==> config.mk <==
export PLATFORM = sky130hd
export DESIGN_NAME = charlieplex_segment_scanner_top
export DESIGN_NICKNAME = d
export VERILOG_FILES = /design/src/rtl/core/cps_pkg.sv /design/src/rtl/core/charlieplex_segment_scanner_top.sv
export SDC_FILE = /design/constraint.sdc
export NUM_CORES = 1
export LEC_CHECK = 0
export ABC_AREA = 1
export BUFFER_PORTS_ARGS = -buffer_cell sky130_fd_sc_hd__buf_2
export CORE_AREA = 4 4 104 106
export CTS_BUF_LIST = sky130_fd_sc_hd__clkbuf_4
export DETAILED_ROUTE_END_ITERATION = 12
export DIE_AREA = 0 0 108 110
export PLACE_DENSITY_LB_ADDON = 0.12
export SYNTH_ARGS = -nofsm -noshare
export SYNTH_HDL_FRONTEND = slang
export SYNTH_SLANG_ARGS = --single-unit
==> constraint.sdc <==
create_clock -name clk -period 6.34 [get_ports clk]
set_clock_uncertainty 0.2 [all_clocks]
set_input_delay 0.634 -clock clk [delete_from_list [all_inputs] [get_ports clk]]
set_output_delay 0.634 -clock clk [all_outputs]
set_load 0.01 [all_outputs]
==> src/rtl/core/cps_pkg.sv <==
`timescale 1ns / 1ps

package cps_pkg;

    // display geometry
    localparam int LINE_COUNT  = 6;
    localparam int DIGIT_COUNT = 4;
    localparam int GLYPH_COUNT = 19;
    localparam int SEG_COUNT   = 7;
    localparam int ICON_COUNT  = 8;

    // register file
    localparam int CFG_DATA_W  = 8;
    localparam int CFG_INDEX_W = 3;
    localparam int CODE_W      = 5;

    localparam logic [CFG_INDEX_W-1:0] REG_SCAN_DIVIDER = 3'd0;
    localparam logic [CFG_INDEX_W-1:0] REG_DIGIT0_CODE  = 3'd1;
    localparam logic [CFG_INDEX_W-1:0] REG_DIGIT1_CODE  = 3'd2;
    localparam logic [CFG_INDEX_W-1:0] REG_DIGIT2_CODE  = 3'd3;
    localparam logic [CFG_INDEX_W-1:0] REG_DIGIT3_CODE  = 3'd4;
    localparam logic [CFG_INDEX_W-1:0] REG_ICON_MASK    = 3'd5;

    localparam logic [CODE_W-1:0] CODE_BLANK = 5'd18;

    typedef logic [LINE_COUNT-1:0]   line_vec_t;
    typedef logic [2:0]              line_num_t;
    typedef logic [CFG_DATA_W-1:0]   cfg_data_t;
    typedef logic [CFG_INDEX_W-1:0]  cfg_index_t;
    typedef logic [CODE_W-1:0]       code_t;
    typedef logic [DIGIT_COUNT-1:0][CODE_W-1:0] code_vec_t;
    typedef logic [ICON_COUNT-1:0]   icon_mask_t;

    // segment masks, bit 0 = a ... bit 6 = g
    localparam logic [SEG_COUNT-1:0] GLYPH_SEGMENTS [GLYPH_COUNT] = '{
        7'h3F, 7'h06, 7'h5B, 7'h4F, 7'h66, 7'h6D, 7'h7D, 7'h07, 7'h7F, 7'h6F,
        7'h08, 7'h7C, 7'h38, 7'h3E, 7'h79, 7'h73, 7'h76, 7'h77, 7'h00
    };

    // led pair per digit and segment: anode line in high nibble, cathode in low
    localparam logic [7:0] SEGMENT_PAIRS [DIGIT_COUNT][SEG_COUNT] = '{
        '{8'h00, 8'h43, 8'h53, 8'h00, 8'h00, 8'h00, 8'h00},
        '{8'h21, 8'h31, 8'h41, 8'h51, 8'h61, 8'h32, 8'h42},
        '{8'h12, 8'h13, 8'h14, 8'h15, 8'h16, 8'h52, 8'h62},
        '{8'h23, 8'h24, 8'h25, 8'h26, 8'h34, 8'h35, 8'h36}
    };

    localparam logic [7:0] ICON_PAIRS [8] = '{
        8'h63, 8'h00, 8'h00, 8'h00, 8'h00, 8'h00, 8'h00, 8'h00
    };

    // cathode line for a lit led pair when its anode matches
    function automatic line_vec_t pair_cathode(input logic [7:0] pair, input line_num_t anode);
        logic [3:0] hi;
        logic [3:0] lo;
        line_vec_t  bits;
        hi   = pair[7:4];
        lo   = pair[3:0];
        bits = '0;
        if (hi != 4'd0 && hi == {1'b0, anode} && lo >= 4'd1 && lo <= 4'd6)
        begin
            bits = line_vec_t'(1) << (lo - 4'd1);
        end
        return bits;
    endfunction

    // all cathodes to pull low for one anode line
    function automatic line_vec_t cathode_lines(input line_num_t anode,
                                                input code_vec_t codes,
                                                input icon_mask_t icons);
        line_vec_t          low;
        logic [SEG_COUNT-1:0] segs;
        low = '0;
        for (int i = 0; i < ICON_COUNT && i < 8; i++)
        begin
            if (icons[i])
            begin
                low = low | pair_cathode(ICON_PAIRS[i], anode);
            end
        end
        for (int d = 0; d < DIGIT_COUNT; d++)
        begin
            segs = GLYPH_SEGMENTS[codes[d]];
            for (int s = 0; s < SEG_COUNT; s++)
            begin
                if (segs[s])
                begin
                    low = low | pair_cathode(SEGMENT_PAIRS[d][s], anode);
                end
            end
        end
        return low;
    endfunction

endpackage

==> src/rtl/core/charlieplex_segment_scanner_top.sv <==
`timescale 1ns / 1ps

// Charlieplexed scanner for four seven-segment digits and icons on six lines.
// Input channel: in_valid/in_stall carries one tick per transaction with the
// asleep flag. A prescaler counts ticks; every scan_divider-th tick, unless
// asleep, one scan step is taken and one output transaction is produced.
// Output channel: out_valid/out_stall carries drive_enable, drive_level and
// anode_line for that step. Divider zero ignores ticks entirely.
// The step decoded at the accepting edge appears in the output register on the
// next cycle. Ticks are taken at one per cycle while in_stall is low; the
// glyph and pair tables are decoded in a single pass ahead of the output
// register.
// When the receiver stalls, the output register holds its transaction and
// in_stall is raised only while that register is full and stalled, so a new
// tick is taken in the same cycle the previous result drains.
// Reset: scan_divider 1, digit codes blank, icon mask 0, scan line 1,
// prescaler 0, no output pending. The user must write configuration through
// cfg_write_enable/cfg_index/cfg_data while the block is idle; this is not enforced.
module charlieplex_segment_scanner_top (
    input  logic                  clk,
    input  logic                  rst_n,
    input  logic                  cfg_write_enable,
    input  cps_pkg::cfg_index_t   cfg_index,
    input  cps_pkg::cfg_data_t    cfg_data,
    input  logic                  in_valid,
    output logic                  in_stall,
    input  logic                  asleep,
    output logic                  out_valid,
    input  logic                  out_stall,
    output cps_pkg::line_vec_t    drive_enable,
    output cps_pkg::line_vec_t    drive_level,
    output cps_pkg::line_num_t    anode_line
);
    import cps_pkg::*;

    cfg_data_t   scan_divider_reg;
    code_vec_t   digit_code_reg;
    icon_mask_t  icon_mask_reg;
    line_num_t   scan_line_reg;
    line_num_t   scan_line_next;
    cfg_data_t   prescale_count_reg;
    cfg_data_t   prescale_count_next;
    cfg_data_t   prescale_inc;
    code_t       code_wrapped;
    logic        in_accept;
    logic        step_fire;
    line_vec_t   anode_bit;
    line_vec_t   low_lines;

    logic        out_valid_reg;
    logic        out_valid_next;
    line_vec_t   drive_enable_reg;
    line_vec_t   drive_level_reg;
    line_num_t   anode_line_reg;

    // handshake: accept when the output slot is empty or draining
    assign in_stall  = out_valid_reg && out_stall;
    assign in_accept = in_valid && !in_stall;

    // written digit code folded into the glyph range
    assign code_wrapped = (cfg_data[CODE_W-1:0] >= code_t'(GLYPH_COUNT))
                        ? cfg_data[CODE_W-1:0] - code_t'(GLYPH_COUNT)
                        : cfg_data[CODE_W-1:0];

    // prescaler and scan step decision
    always_comb
    begin
        prescale_inc        = prescale_count_reg + cfg_data_t'(1);
        prescale_count_next = prescale_count_reg;
        scan_line_next      = scan_line_reg;
        step_fire           = 1'b0;
        if (in_accept && scan_divider_reg != '0)
        begin
            if (prescale_inc < scan_divider_reg)
            begin
                prescale_count_next = prescale_inc;
            end
            else
            begin
                prescale_count_next = '0;
                if (!asleep)
                begin
                    step_fire      = 1'b1;
                    scan_line_next = (scan_line_reg >= line_num_t'(LINE_COUNT))
                                   ? line_num_t'(1) : scan_line_reg + line_num_t'(1);
                end
            end
        end
    end

    // line drive for the current anode
    assign anode_bit = line_vec_t'(1) << (scan_line_reg - line_num_t'(1));
    assign low_lines = cathode_lines(scan_line_reg, digit_code_reg, icon_mask_reg);

    // output register occupancy
    always_comb
    begin
        if (step_fire)
        begin
            out_valid_next = 1'b1;
        end
        else
        begin
            out_valid_next = out_valid_reg && out_stall;
        end
    end

    // configuration registers
    always_ff @(posedge clk or negedge rst_n)
    begin
        if (!rst_n)
        begin
            scan_divider_reg <= cfg_data_t'(1);
            digit_code_reg   <= {DIGIT_COUNT{CODE_BLANK}};
            icon_mask_reg    <= '0;
        end
        else if (cfg_write_enable)
        begin
            unique case (cfg_index)
                REG_SCAN_DIVIDER: scan_divider_reg  <= cfg_data;
                REG_DIGIT0_CODE:  digit_code_reg[0] <= code_wrapped;
                REG_DIGIT1_CODE:  digit_code_reg[1] <= code_wrapped;
                REG_DIGIT2_CODE:  digit_code_reg[2] <= code_wrapped;
                REG_DIGIT3_CODE:  digit_code_reg[3] <= code_wrapped;
                REG_ICON_MASK:    icon_mask_reg     <= cfg_data[ICON_COUNT-1:0];
                default:          ;
            endcase
        end
    end

    // scan state; a divider write restarts the prescaler
    always_ff @(posedge clk or negedge rst_n)
    begin
        if (!rst_n)
        begin
            scan_line_reg      <= line_num_t'(1);
            prescale_count_reg <= '0;
        end
        else
        begin
            scan_line_reg <= scan_line_next;
            if (cfg_write_enable && cfg_index == REG_SCAN_DIVIDER)
            begin
                prescale_count_reg <= '0;
            end
            else
            begin
                prescale_count_reg <= prescale_count_next;
            end
        end
    end

    // output register
    always_ff @(posedge clk or negedge rst_n)
    begin
        if (!rst_n)
        begin
            out_valid_reg <= 1'b0;
        end
        else
        begin
            out_valid_reg <= out_valid_next;
        end
    end

    always_ff @(posedge clk or negedge rst_n)
    begin
        if (!rst_n)
        begin
            drive_enable_reg <= '0;
            drive_level_reg  <= '0;
            anode_line_reg   <= line_num_t'(1);
        end
        else if (step_fire)
        begin
            drive_enable_reg <= low_lines | anode_bit;
            drive_level_reg  <= anode_bit;
            anode_line_reg   <= scan_line_reg;
        end
    end

    assign out_valid    = out_valid_reg;
    assign drive_enable = drive_enable_reg;
    assign drive_level  = drive_level_reg;
    assign anode_line   = anode_line_reg;

endmodule

# --- Yosys cells after proc, flatten, opt, wreduce, memory -nomap -nowiden ---
# Memory sizes are Yosys's and may differ from the RTL's.
# Index checks and enable logic that the tools add are counted.
totals:
  wordCells: 172
  rom_bits: 896
  in_bits: 17
  ff_bits: 56
  out_inout_bits: 17
  memories: 4
mem_list:
  columns: ["memory", "depth", "word_bits", "read_ports", "rd_clocked_by_memory_dff", "wr", "line", "rtl"]
  rows:
  - ["(no name shown)", 32, 7, 1, 0, 0, "cps_pkg.sv:83", "segs = GLYPH_SEGMENTS[codes[d]];"]
  - ["(no name shown)", 32, 7, 1, 0, 0, "cps_pkg.sv:83", null]
  - ["(no name shown)", 32, 7, 1, 0, 0, "cps_pkg.sv:83", null]
  - ["(no name shown)", 32, 7, 1, 0, 0, "cps_pkg.sv:83", null]
classes:
  n_reduce_logical: 15
  n_shift: 1
  muxes: 88
  eq_ne: 11
  n_addsub: 4
  magnitude_cmp: 7
  bitwise_logic: 30
op_table:
  columns: ["op", "count"]
  rows:
  - ["$mux 6", 49]
  - ["$or 6x6->6", 24]
  - ["$mux 7", 6]
  - ["$mux 3", 9]
  - ["$ge 6x6->1 const B", 4]
  - ["$mux 8", 3]
  - ["$not 5->6", 4]
  - ["$mux 5", 4]
  - ["$mux 4", 3]
  - ["$reduce_and 2->1", 6]
  - ["$mux 2", 5]
  - ["$eq 3x3->1 const A", 3]
  - ["$mux 1", 9]
  - ["$add 8x1->8 const B", 1]
  - ["$lt 8x8->1", 1]
  - ["$reduce_bool 8->1", 1]
  - ["$eq 2x3->1 const A", 2]
  - ["$eq 3x2->1 const B", 2]
  - ["$eq 3x3->1 const B", 2]
  - ["$shl 1x3->6 const A", 1]
  - ["$ge 5x5->1 const B", 1]
  - ["$sub 5x5->5 const B", 1]
  - ["$logic_and 1x1->1", 4]
  - ["$add 3x1->3 const B", 1]
  - ["other kinds (9)", 10]

# --- Depth between registers and ports, before layout ---
# Gate-level depths: netlist of the first run.
depth:
  word_depth: 52
  mapped_depth: 15
  ltp_nobuf: 14

# --- Least setup slack after synthesis of the first run ---
# Ideal clock, no wire load.
synth_path:
  path_type: "reg-to-reg"
  startpoint: "register prescale_count_reg[0]"
  endpoint: "register drive_enable_reg[0], in the netlist drive_enable[0]"
  stages_incl_launch_ff: 14
  setup_time_ns: 0.116
  required_time_ns: 6.024
  path_buffers: 1
  period_less_slack_ns: 2.260
  slack_ns: 4.080
  arrival_ns: 1.944
  cell_sequence: "dfrtp_1 -> ha_1 -> nand3_1 -> nand3b_1 -> xor2_1 -> inv_1 -> ha_1 -> nand2_1 -> o21a_1 -> nand2_1 -> nand2_2 -> buf_4 -> nand2_1 -> nand2_1"
synth_between:
  elab_chain_len: 4
synth_rtl:
  columns: ["element", "line", "rtl"]
  rows:
  - ["start, declared", "charlieplex_segment_scanner_top.sv:41", "cfg_data_t prescale_count_reg;"]
  - ["start signal, assigned", "charlieplex_segment_scanner_top.sv:148", "prescale_count_reg <= prescale_count_next;"]
  - ["$add 8x1->8", "charlieplex_segment_scanner_top.sv:68", "prescale_inc = prescale_count_reg + cfg_data_t'(1);"]
  - ["$lt 8x8->1", "charlieplex_segment_scanner_top.sv:74", "if (prescale_inc < scan_divider_reg)"]
  - ["$mux 1", "charlieplex_segment_scanner_top.sv:74", null]
  - ["$mux 1", "charlieplex_segment_scanner_top.sv:72", "if (in_accept && scan_divider_reg != '0)"]
  - ["end signal, assigned", "charlieplex_segment_scanner_top.sv:176", "drive_enable_reg <= low_lines | anode_bit;"]
  - ["end, declared", "charlieplex_segment_scanner_top.sv:52", "line_vec_t drive_enable_reg;"]
# Every way passes these cells.
# A chain may end at the register's enable or synchronous reset.

# --- Worst setup path after layout of the first run ---
layout_path:
  startpoint: "register prescale_count_reg[0]"
  endpoint: "register drive_enable_reg[2], in the netlist drive_enable[2]"
# Same word-level chain as after synthesis.

==> flow_metrics.py, run 1 <==
metrics = {
    "status": {
        "outcome": "complete, no violations",
    },
    "synthesis": {
        "synth.ff_latch_count": 56,
        "synth_top_cell_area_share_pct": 29.3,
        "synth-edff-count": 0,
        "synth_ff_type": "dfrtp_1",
        "synth_area_leader_cell": "dfrtp_1",
        "cell_area_after_technology_mapping_um2": 3840,
        "postSynth.asyncResetShare_pct": 100,
        "synthesis.nets": 582,
        "synth_area_leaders": "dfrtp_1, nand2_1, ha_1",
        "synth_area_per_cell_um2": 7.25,
        "synthesis.instances": 530,
        "synth.distinct_cells": 34,
        "seq_area_frac_synth_pct": 36.8,
        "yosys_warning_count": 0,
    },
    "timing": {
        "worst_pin_slew_ps": 739,
        "max_slew_headroom_pct": 50.7,
        "finalHoldWorstSlack_ps": 181,
        "finalSetupViolCount": 0,
        "shortest_period_the_worst_path_allows_ps": 2660,
        "part_of_the_cycle_the_worst_path_needs_pct": 42.0,
        "setup_total_negative_slack_ps": 0,
        "max_freq_mhz": 375,
        "rsz_0062_raised_after_global_routing": "no",
        "finalHoldViolations": 0,
        "slew_viol_final": 0,
    },
    "critical_path": {
        "maximum_fanout_along_the_worst_path": 30,
        "cp-start-kind": "flip-flop",
        "crit_path_end_kind": "flip-flop",
        "crit_arrival_ps": 2760,
        "path_class": "reg2reg",
        "worstPathRequired_ps": 6430,
    },
    "floorplanning": {
        "core.rowCount": 36,
        "dieWidth_um": 108,
        "start_util_pct": 39.3,
        "design.core.area_um2": 9770,
        "floorplan.die_area_um2": 11900,
        "io_pins": 34,
        "chipHeight_um": 110,
    },
    "global_route": {
        "antenna_found_initial": 0,
        "use_met2_pct": 26.7,
        "grt.busiest_layer": "met2",
        "grt_max_degree": 57,
        "grt.overflow.total": 0,
        "vias_in_the_first_global_route": 3098,
        "grtUsageTotal_pct": 15.5,
        "use_met3_pct": 2.15,
        "grt_pass1_wl_um": 14800,
        "met1_usage_pct": 20.9,
    },
    "cts": {
        "cts.clk_slew.worst_paths_ps": 170,
        "cts_num_sinks": 56,
        "tritoncts_clock_tree": "built",
        "cts-resized-gates": 0,
        "clockBufferDepth": 2,
        "cts.repair_timing.setup_buffer_count": 0,
        "cts_hold_buf": 0,
        "cts-htree-levels": 2,
        "worstSkewPairLatency_ps": 380,
        "root_buffer_cell": "clkbuf_4",
        "cts-buffers-inserted": 5,
    },
    "detailed_routing": {
        "route.vias.total": 3292,
        "drc": 0,
        "total_wire_length_after_detailed_routing_um": 8640,
        "route.detailed.wl_per_inst_um": 12.4,
        "drt_first_iter_violations": 160,
        "drt-pass1-iter-count": 4,
        "via_cell_ratio": 4.74,
        "drt.antenna.violating_nets": 0,
    },
    "final_layout": {
        "fillCellCount": 1065,
        "largest_reg_flops": 20,
        "drive_above_1_share_pct": 13.0,
        "area_growth_syn_to_layout_pct": 9.21,
        "finish.instance_area_um2": 4200,
        "finish.net_count": 613,
        "antenna_cells": 0,
    },
    "job": {
        "cap_viol_max_count": 0,
    },
    "place": {
        "globalplace.congestion": 0.870,
        "dp.final_hpwl_um": 6680,
        "count_of_input_and_output_buffers": 33,
        "placed_area_um2": 4110,
    },
    "power_and_ir_drop": {
        "p_leak_nw": 2.27,
        "power.ir.vdd_worst_mv": 0.141,
        "cellPowerDensity_nw_per_um2": 296,
    },
    "hold_path": {
        "hp-class": "in2async",
    },
}
==> stage by stage <==
stage | total power [mW] | cells | setup WS, ps | util (%)
finish | 1.24 | 695 | 3680 | 42.9
global route | 1.37 | 695 | 3340 | 42.9
CTS | 1.26 | 695 | 3650 | 42.9
detailed placement | 1.05 | 687 | 3680 | 42.1
global placement | 1.05 | 687 | 3740 | 42.1
floorplan | 0.901 | 530 | 4080 | -
==> kinds of logic after synthesis <==
kind of cell	share of synthesized area (%)
simple gates	30.4
buf+inv	8.72
compound gates	9.73
flops	36.8
fa+ha+maj	11.4
xor+xnor	2.67
mux	0.260
==> Yosys cell counts (all sizes together) (5+ instances only) <==
cell,instances
xor2,7
nand2,185
ha,35
nand3,44
dfrtp,45
o21ai,56
a21oi,13
inv,69
nor2,34
nand4,5
dfstp,11
buf,10
==> critical path, cell delays in order, from the launching register on <==
cell and delay, ps:
dfrtp_1 450, ha_1 210, nand3_1 110, nand3b_1 180, xor2_1 170, inv_1 60
ha_1 270, nand2_1 80, o21a_1 150, nand2_1 70, nand2_2 390, inv_4 110
nand2_1 90, nand2_1 50
==> cell type report <==
cell class	instances	area (um2)	share of cell area, %
repair buffers	34	173	4.11
clock inverters	3	47.5	1.13
multi-input cells	394	2090	49.9
clock buffers	5	37.5	0.894
well taps	133	166	3.96
inverters	70	265	6.32
flip-flops and latches	56	1420	33.7
==> layout by cell type (no fill, tap or decap) <==
cell       Yosys  final
buf_2          5     33
dfstp_2       11     11
o21a_1         1      1
xor2_1         7      7
nand3_2        2      2
o211ai_1       1      1
nor2_4         3      3
o21ai_1        3      3
nand3_1       42     42
a21boi_0       1      1
inv_4          1      1
nor3_1         1      1
buf_4          3      1
clkinv_1       1      1
clkbuf_4       0      5
nand4_1        5      5
inv_1         62     62
xnor2_2        2      2
clkinv_4       0      2
inv_2          6      6
nand2_1      184    184
bufinv_16      0      1
and3_1         1      1
or2_2          3      3
nor2_1        30     30
nand3b_4       1      1
nand2_2        1      1
mux2i_1        1      1
ha_1          35     35
o22ai_1        1      1
nand3b_1       1      1
xnor2_1        1      1
dfrtp_1       45     45
nor2_2         1      1
a21oi_1       13     13
o21ai_0       53     53
==> final timing paths <==
kind	start	end	slack [ps]	cells past startpoint
max	prescale_count_reg[0]$_DFFE_PN0P_	drive_enable[2]$_DFFE_PN0P_	3680	13
min	rst_n	drive_level[1]$_DFFE_PN0P_	180	2
max reg2reg	prescale_count_reg[0]$_DFFE_PN0P_	drive_enable[2]$_DFFE_PN0P_	3680	13
min reg2reg	drive_enable[5]$_DFFE_PN0P_	drive_enable[5]$_DFFE_PN0P_	300	2
max in group asynchronous	rst_n	scan_line_reg[2]$_DFFE_PN0P_	5280	2
min in group clk	cfg_data[6]	scan_divider_reg[6]$_DFFE_PN0P_	250	3
==> metal layers <==
metal  vias up  share of wire (%)
li1       1731                  -
met1      1513                 49
met2        42                 47
met3         6                2.7
met4         0               0.79
met5         -                  0
==> where the power goes <==
part / leakage [nW] / internal [mW] / switching, mW
combinational: 1.52 / 0.195 / 0.324
sequential: 0.704 / 0.441 / 0.0825
clock: 0.0454 / 0.0846 / 0.116
Note: power is estimated with default switching activity, not from simulation.
==> run 2: changes to the inputs <==
==> constraint.sdc (replaced) <==
create_clock -name clk -period 2.1 [get_ports clk]
set_clock_uncertainty 0.2 [all_clocks]
set_input_delay 0.21 -clock clk [delete_from_list [all_inputs] [get_ports clk]]
set_output_delay 0.21 -clock clk [all_outputs]
set_load 0.01 [all_outputs]
==> run 2 against run 1 <==
Against the previous run: the flow now finishes with violations (setup timing); clock-buffer cell count unchanged; critical path depth is the same; cell count is 4.6% higher; die area did not move; fmax increased by 9.0%; sequential power grew to 3.0 times the previous value; routed wire length rose by 7.3%; first-iteration DRC count rose by 26%; total power increased to 3.2 times the previous value; worst hold slack lost 160 ps; core utilization is 4.8 points higher.
==> flow_metrics.py, run 2 (synthesized netlist as in run 1, its figures left out) <==
metrics = {
    "global_route": {
        "grtUsageTotal_pct": 16.6,
        "grt.overflow.total": 0,
        "vias_in_the_first_global_route": 3331,
        "grt_pass1_wl_um": 15800,
        "antenna_found_initial": 0,
        "grt_max_degree": 33,
    },
    "final_layout": {
        "finalNonFillerCells": 727,
        "antenna_cells": 0,
        "finish.net_count": 645,
        "drive_above_1_share_pct": 20.2,
        "largest_reg_flops": 20,
        "final_util_pct": 47.8,
        "finish.instance_area_um2": 4670,
        "seqCellArea_um2": 1420,
        "final_common_cell": "nand2_1",
        "layout_common_cells": "nand2_1, inv_1, dfrtp_1, o21ai_0, nand3_1",
        "area_growth_syn_to_layout_pct": 21.5,
        "multi_input_area_um2": 2220,
        "fillCellCount": 1007,
    },
    "detailed_routing": {
        "route.vias.total": 3450,
        "route.detailed.wl_per_inst_um": 12.7,
        "met2_length_um": 4370,
        "met3WireLength_um": 280,
        "drt_first_iter_violations": 201,
        "drt-pass1-iter-count": 4,
        "met1_routed_wirelength_after_detailed_routing_um": 4500,
        "routed.top_layer": "met4",
        "drt.antenna.violating_nets": 0,
        "via_cell_ratio": 4.75,
        "drc": 0,
        "total_wire_length_after_detailed_routing_um": 9270,
    },
    "floorplanning": {
        "start_util_pct": 39.3,
        "floorplan.die_area_um2": 11900,
        "dieWidth_um": 108,
        "design.core.area_um2": 9770,
        "core.rowCount": 36,
        "io_pins": 34,
        "chipHeight_um": 110,
    },
    "cts": {
        "cts_num_sinks": 56,
        "cts-htree-levels": 2,
        "root_buffer_cell": "clkbuf_4",
        "worstSkewPairLatency_ps": 380,
        "cts.clk_slew.worst_paths_ps": 170,
        "tritoncts_clock_tree": "built",
        "cts-buffers-inserted": 5,
        "clockBufferDepth": 2,
    },
    "job": {
        "cap_viol_max_count": 0,
    },
    "place": {
        "count_of_input_and_output_buffers": 33,
        "placed_area_um2": 4240,
        "placed_cells": 700,
        "dp.final_hpwl_um": 6950,
        "globalplace.congestion": 0.842,
    },
    "timing": {
        "postLayoutSetupSlackWorst_ps": -343,
        "rsz_0062_raised_after_global_routing": "yes",
        "finalHoldViolations": 0,
        "worst_pin_slew_ps": 597,
        "shortest_period_the_worst_path_allows_ps": 2440,
        "finalSetupViolCount": 27,
        "part_of_the_cycle_the_worst_path_needs_pct": 116,
        "setup_total_negative_slack_ps": -7660,
        "max_freq_mhz": 409,
        "max_slew_headroom_pct": 60.2,
        "slew_viol_final": 0,
    },
    "critical_path": {
        "cp-start-kind": "flip-flop",
        "crit_arrival_ps": 2530,
        "path_class": "reg2reg",
        "crit_path_end_kind": "flip-flop",
        "worstPathRequired_ps": 2190,
        "maximum_fanout_along_the_worst_path": 10,
    },
    "status": {
        "outcome": "finished with violations",
        "violated_checks": "setup timing",
    },
    "power_and_ir_drop": {
        "p_leak_nw": 2.46,
        "cellPowerDensity_nw_per_um2": 864,
        "power.ir.vdd_worst_mv": 0.451,
    },
    "hold_path": {
        "hp-class": "in2reg",
    },
}
-- run 2: final cells by class --
| class | instances | area share (%) |
|---|---|---|
| sequential | 56 | 30.3 |
| clock inverter | 3 | 0.911 |
| clock buffer | 5 | 0.804 |
| timing repair buffer | 66 | 11.1 |
| multi-input combinational | 394 | 47.6 |
| inverter | 70 | 5.74 |
| tap | 133 | 3.56 |
-- run 2: timing repair --
action                                  CTS  global route
pin swaps                                 4             6
buffers inserted                          0             4
hold buffers                             13             0
hold endpoints to repair                 37             0
endpoints found under the setup margin   27            27
cloned                                    0             2
resized for setup                        13            35
-- run 2: worst max-delay path: stages, from the launching register on --
cell and delay [ps]:
dfrtp_1 420, ha_2 200, nand3_2 70, nand3b_1 170
xor2_1 180, inv_1 60, ha_1 280, nand2_2 70
o21a_4 220, nand2_4 90, nand2_8 80, clkbuf_16 190
nand2_1 50, o21ai_1 60
-- run 2: metal layers --
layer / vias up / global-route usage (%)
met3: 9 / 2.45
met4: 0 / 3.43
met5: - / 0
li1: 1808 / -
met1: 1574 / 22.6
met2: 59 / 28.2
-- run 2: worst paths after layout --
kind                                                        start                              to  slack, ps  cells after the start
worst max-delay path            prescale_count_reg[1]$_DFFE_PN0P_       anode_line[2]$_DFFE_PN0P_       -340                     13
worst min-delay path                                 cfg_index[2]  digit_code_reg[16]$_DFFE_PN1P_         20                      3
max in group asynchronous                                   rst_n  digit_code_reg[16]$_DFFE_PN1P_        880                      3
worst max register to register  prescale_count_reg[1]$_DFFE_PN0P_       anode_line[2]$_DFFE_PN0P_       -340                     13
worst min register to register          anode_line[0]$_DFFE_PN1P_       anode_line[0]$_DFFE_PN1P_        280                      2
min in group asynchronous                                   rst_n      drive_level[5]$_DFFE_PN0P_        150                      2
-- run 2: per-stage QoR --
step / total power [mW] / worst slack [ps] / hold slack, ps
final: 4.03 / -343 / 24.3
after global routing: 4.45 / -509 / 49.4
after CTS: 3.94 / -299 / 18.3
after detailed placement: 3.27 / -283 / 52.4
after global placement: 3.26 / -225 / 51.3
after floorplan: 2.73 / -131 / -286
-- run 2: report_power, final --
part	switching [mW]	internal, mW
Sequential	0.223	1.33
Clock	0.352	0.250
Combinational	1.11	0.766
==> run 3: changes to the inputs <==
--- a/config.mk
+++ b/config.mk
@@ -12,6 +12,7 @@
 export DETAILED_ROUTE_END_ITERATION = 12
 export DIE_AREA = 0 0 108 110
 export PLACE_DENSITY_LB_ADDON = 0.12
+export REMOVE_ABC_BUFFERS = 1
 export SYNTH_ARGS = -nofsm -noshare
 export SYNTH_HDL_FRONTEND = slang
 export SYNTH_SLANG_ARGS = --single-unit
==> run 3 against run 2 <==
Against the previous run: the flow still finishes with violations (setup timing); flip-flop and latch count stayed put; clock-buffer cell count is 2 higher; critical path depth up 1; combinational power fell by 6%; via count shrank 1.0%; fmax about the same; first-iteration DRC count shrank 18%; clock power is 19% lower; cell area decreased by 2.4%; register-to-register slack about the same; critical endpoint is now drive_enable[1]$_DFFE_PN0P_; largest power group unchanged; highest routed layer unchanged.
==> flow_metrics.py, run 3 (synthesized netlist as in run 1, its figures left out) <==
metrics = {
    "timing": {
        "postLayoutSetupSlackWorst_ps": -345,
        "finalHoldViolations": 0,
        "worst_pin_slew_ps": 507,
        "rsz_0062_raised_after_global_routing": "yes",
        "max_slew_headroom_pct": 65.9,
        "finalSetupViolCount": 27,
        "max_freq_mhz": 409,
        "part_of_the_cycle_the_worst_path_needs_pct": 116,
        "shortest_period_the_worst_path_allows_ps": 2440,
        "setup_total_negative_slack_ps": -7810,
        "slew_viol_final": 0,
    },
    "final_layout": {
        "antenna_cells": 0,
        "area_growth_syn_to_layout_pct": 18.6,
        "finish.net_count": 644,
        "final_common_cell": "nand2_1",
        "final_util_pct": 46.6,
        "largest_reg_flops": 20,
        "finalNonFillerCells": 726,
        "drive_above_1_share_pct": 17.4,
        "layout_common_cells": "nand2_1, inv_1, dfrtp_1, o21ai_0, nand3_1",
    },
    "place": {
        "globalplace.congestion": 0.835,
        "dpl_worst_slack_ps": -307,
        "dp.final_hpwl_um": 6850,
        "count_of_input_and_output_buffers": 33,
        "placed_cells": 699,
    },
    "detailed_routing": {
        "drt-pass1-iter-count": 4,
        "route.detailed.wl_per_inst_um": 12.5,
        "drt_first_iter_violations": 164,
        "route.vias.total": 3415,
        "drc": 0,
        "via_cell_ratio": 4.70,
        "drt.antenna.violating_nets": 0,
        "total_wire_length_after_detailed_routing_um": 9090,
    },
    "global_route": {
        "grtUsageTotal_pct": 16.9,
        "grt.overflow.total": 0,
        "grt_max_degree": 57,
        "grt_pass1_wl_um": 16100,
        "vias_in_the_first_global_route": 3397,
        "antenna_found_initial": 0,
    },
    "hold_path": {
        "hp-class": "in2reg",
    },
    "critical_path": {
        "cp-start-kind": "flip-flop",
        "cell_occurring_most_often_along_the_worst_timing_path": "nand2_1",
        "maximum_fanout_along_the_worst_path": 8,
        "path_class": "reg2reg",
        "crit_chain": "ha_2, nand3_2, nand3b_1, xor2_1, inv_1, ha_1, nand2_1, o21a_1, nand2_2, nand2_4, buf_12, clkinv_8, nand2_1, nand2_1",
        "worstPathRequired_ps": 2180,
        "crit_path_end_kind": "flip-flop",
        "worst_path_largest_cell_delay_ps": 420,
        "crit_arrival_ps": 2530,
        "critical-path-slowest-cell": "dfrtp_1",
    },
    "status": {
        "outcome": "finished with violations",
        "violated_checks": "setup timing",
    },
    "cts": {
        "cts.clk_slew.worst_paths_ps": 160,
        "clockBufferDepth": 2,
        "worstSkewPairLatency_ps": 380,
        "tritoncts_clock_tree": "built",
        "cts_num_sinks": 56,
        "cts-htree-levels": 2,
        "cts-buffers-inserted": 5,
        "root_buffer_cell": "clkbuf_4",
    },
    "job": {
        "cap_viol_max_count": 0,
    },
    "floorplanning": {
        "dieWidth_um": 108,
        "start_util_pct": 39.3,
        "io_pins": 34,
        "core.rowCount": 36,
        "design.core.area_um2": 9770,
        "floorplan.die_area_um2": 11900,
        "chipHeight_um": 110,
    },
    "power_and_ir_drop": {
        "cellPowerDensity_nw_per_um2": 835,
        "power.ir.vdd_worst_mv": 0.473,
        "p_leak_nw": 2.45,
        "totalPowerFinal_mw": 3.80,
    },
}
==> run 3: cell types whose count changed in the layout (fill, tap and decap cells not counted), sizes merged <==
cell    change
inv         -1
bufinv      -1
buf         +1
==> run 3: routing by layer <==
metal	global-route usage, %	part of all wire [%]
met5	0	0
met4	3.25	0.75
met1	22.8	49
met3	2.62	3.4
met2	29.0	47
==> run 3: per-stage QoR <==
step,hold slack [ps],area [um2]
6_report,19.2,4560
4_1_cts,20.4,4540
5_1_grt,29.4,4560
2_1_floorplan,-286,3770
3_5_place_dp,37.2,4230
3_3_place_gp,35.9,4230
==> run 3: report_power, final <==
group	leakage, nW	internal, mW	total, mW	switching (mW)
clock network	0.0338	0.156	0.490	0.334
registers	0.704	1.33	1.56	0.228
logic	1.71	0.724	1.76	1.03
total	2.45	2.21	3.80	1.59
==> run 3: repair_timing <==
| item | CTS | global route |
|---|---|---|
| setup endpoints to repair | 27 | 27 |
| resized for setup | 24 | 7 |
| cloned | 2 | 0 |
| hold endpoints to repair | 70 | 0 |
| pin swaps | 10 | 4 |
| hold buffers | 13 | 0 |
| buffers inserted | 4 | 0 |
==> run 3: layout make-up <==
class	count	area [um2]
fill	1014	5220
multi-input combinational	394	2140
sequential	56	1420
timing repair buffer	65	503
inverter	70	275
tap	133	166
clock buffer	7	52.6
clock inverter	1	3.75
==> run 3: path summary, 6_finish.rpt <==
check / end / slack [ps] / from / cells past startpoint
min: icon_mask_reg[0]$_DFFE_PN0P_ / 20 / cfg_index[2] / 4
min in group asynchronous: drive_enable[4]$_DFFE_PN0P_ / 160 / rst_n / 3
max: drive_enable[1]$_DFFE_PN0P_ / -340 / prescale_count_reg[0]$_DFFE_PN0P_ / 14
min reg2reg: anode_line[0]$_DFFE_PN1P_ / 280 / anode_line[0]$_DFFE_PN1P_ / 2
max in group asynchronous: digit_code_reg[6]$_DFFE_PN1P_ / 1220 / rst_n / 3
max reg2reg: drive_enable[1]$_DFFE_PN0P_ / -340 / prescale_count_reg[0]$_DFFE_PN0P_ / 14
==> run 3: critical path: cells and delay by family (launching register included) <==
kind / cells / cell delay (ps)
DFF: 1 / 420
xor gates and xnor gates: 1 / 180
AOI/OAI and AO/OA: 1 / 150
adders and majority gates: 2 / 470
buffers and inverters: 3 / 290
and+or+nand+nor: 7 / 630
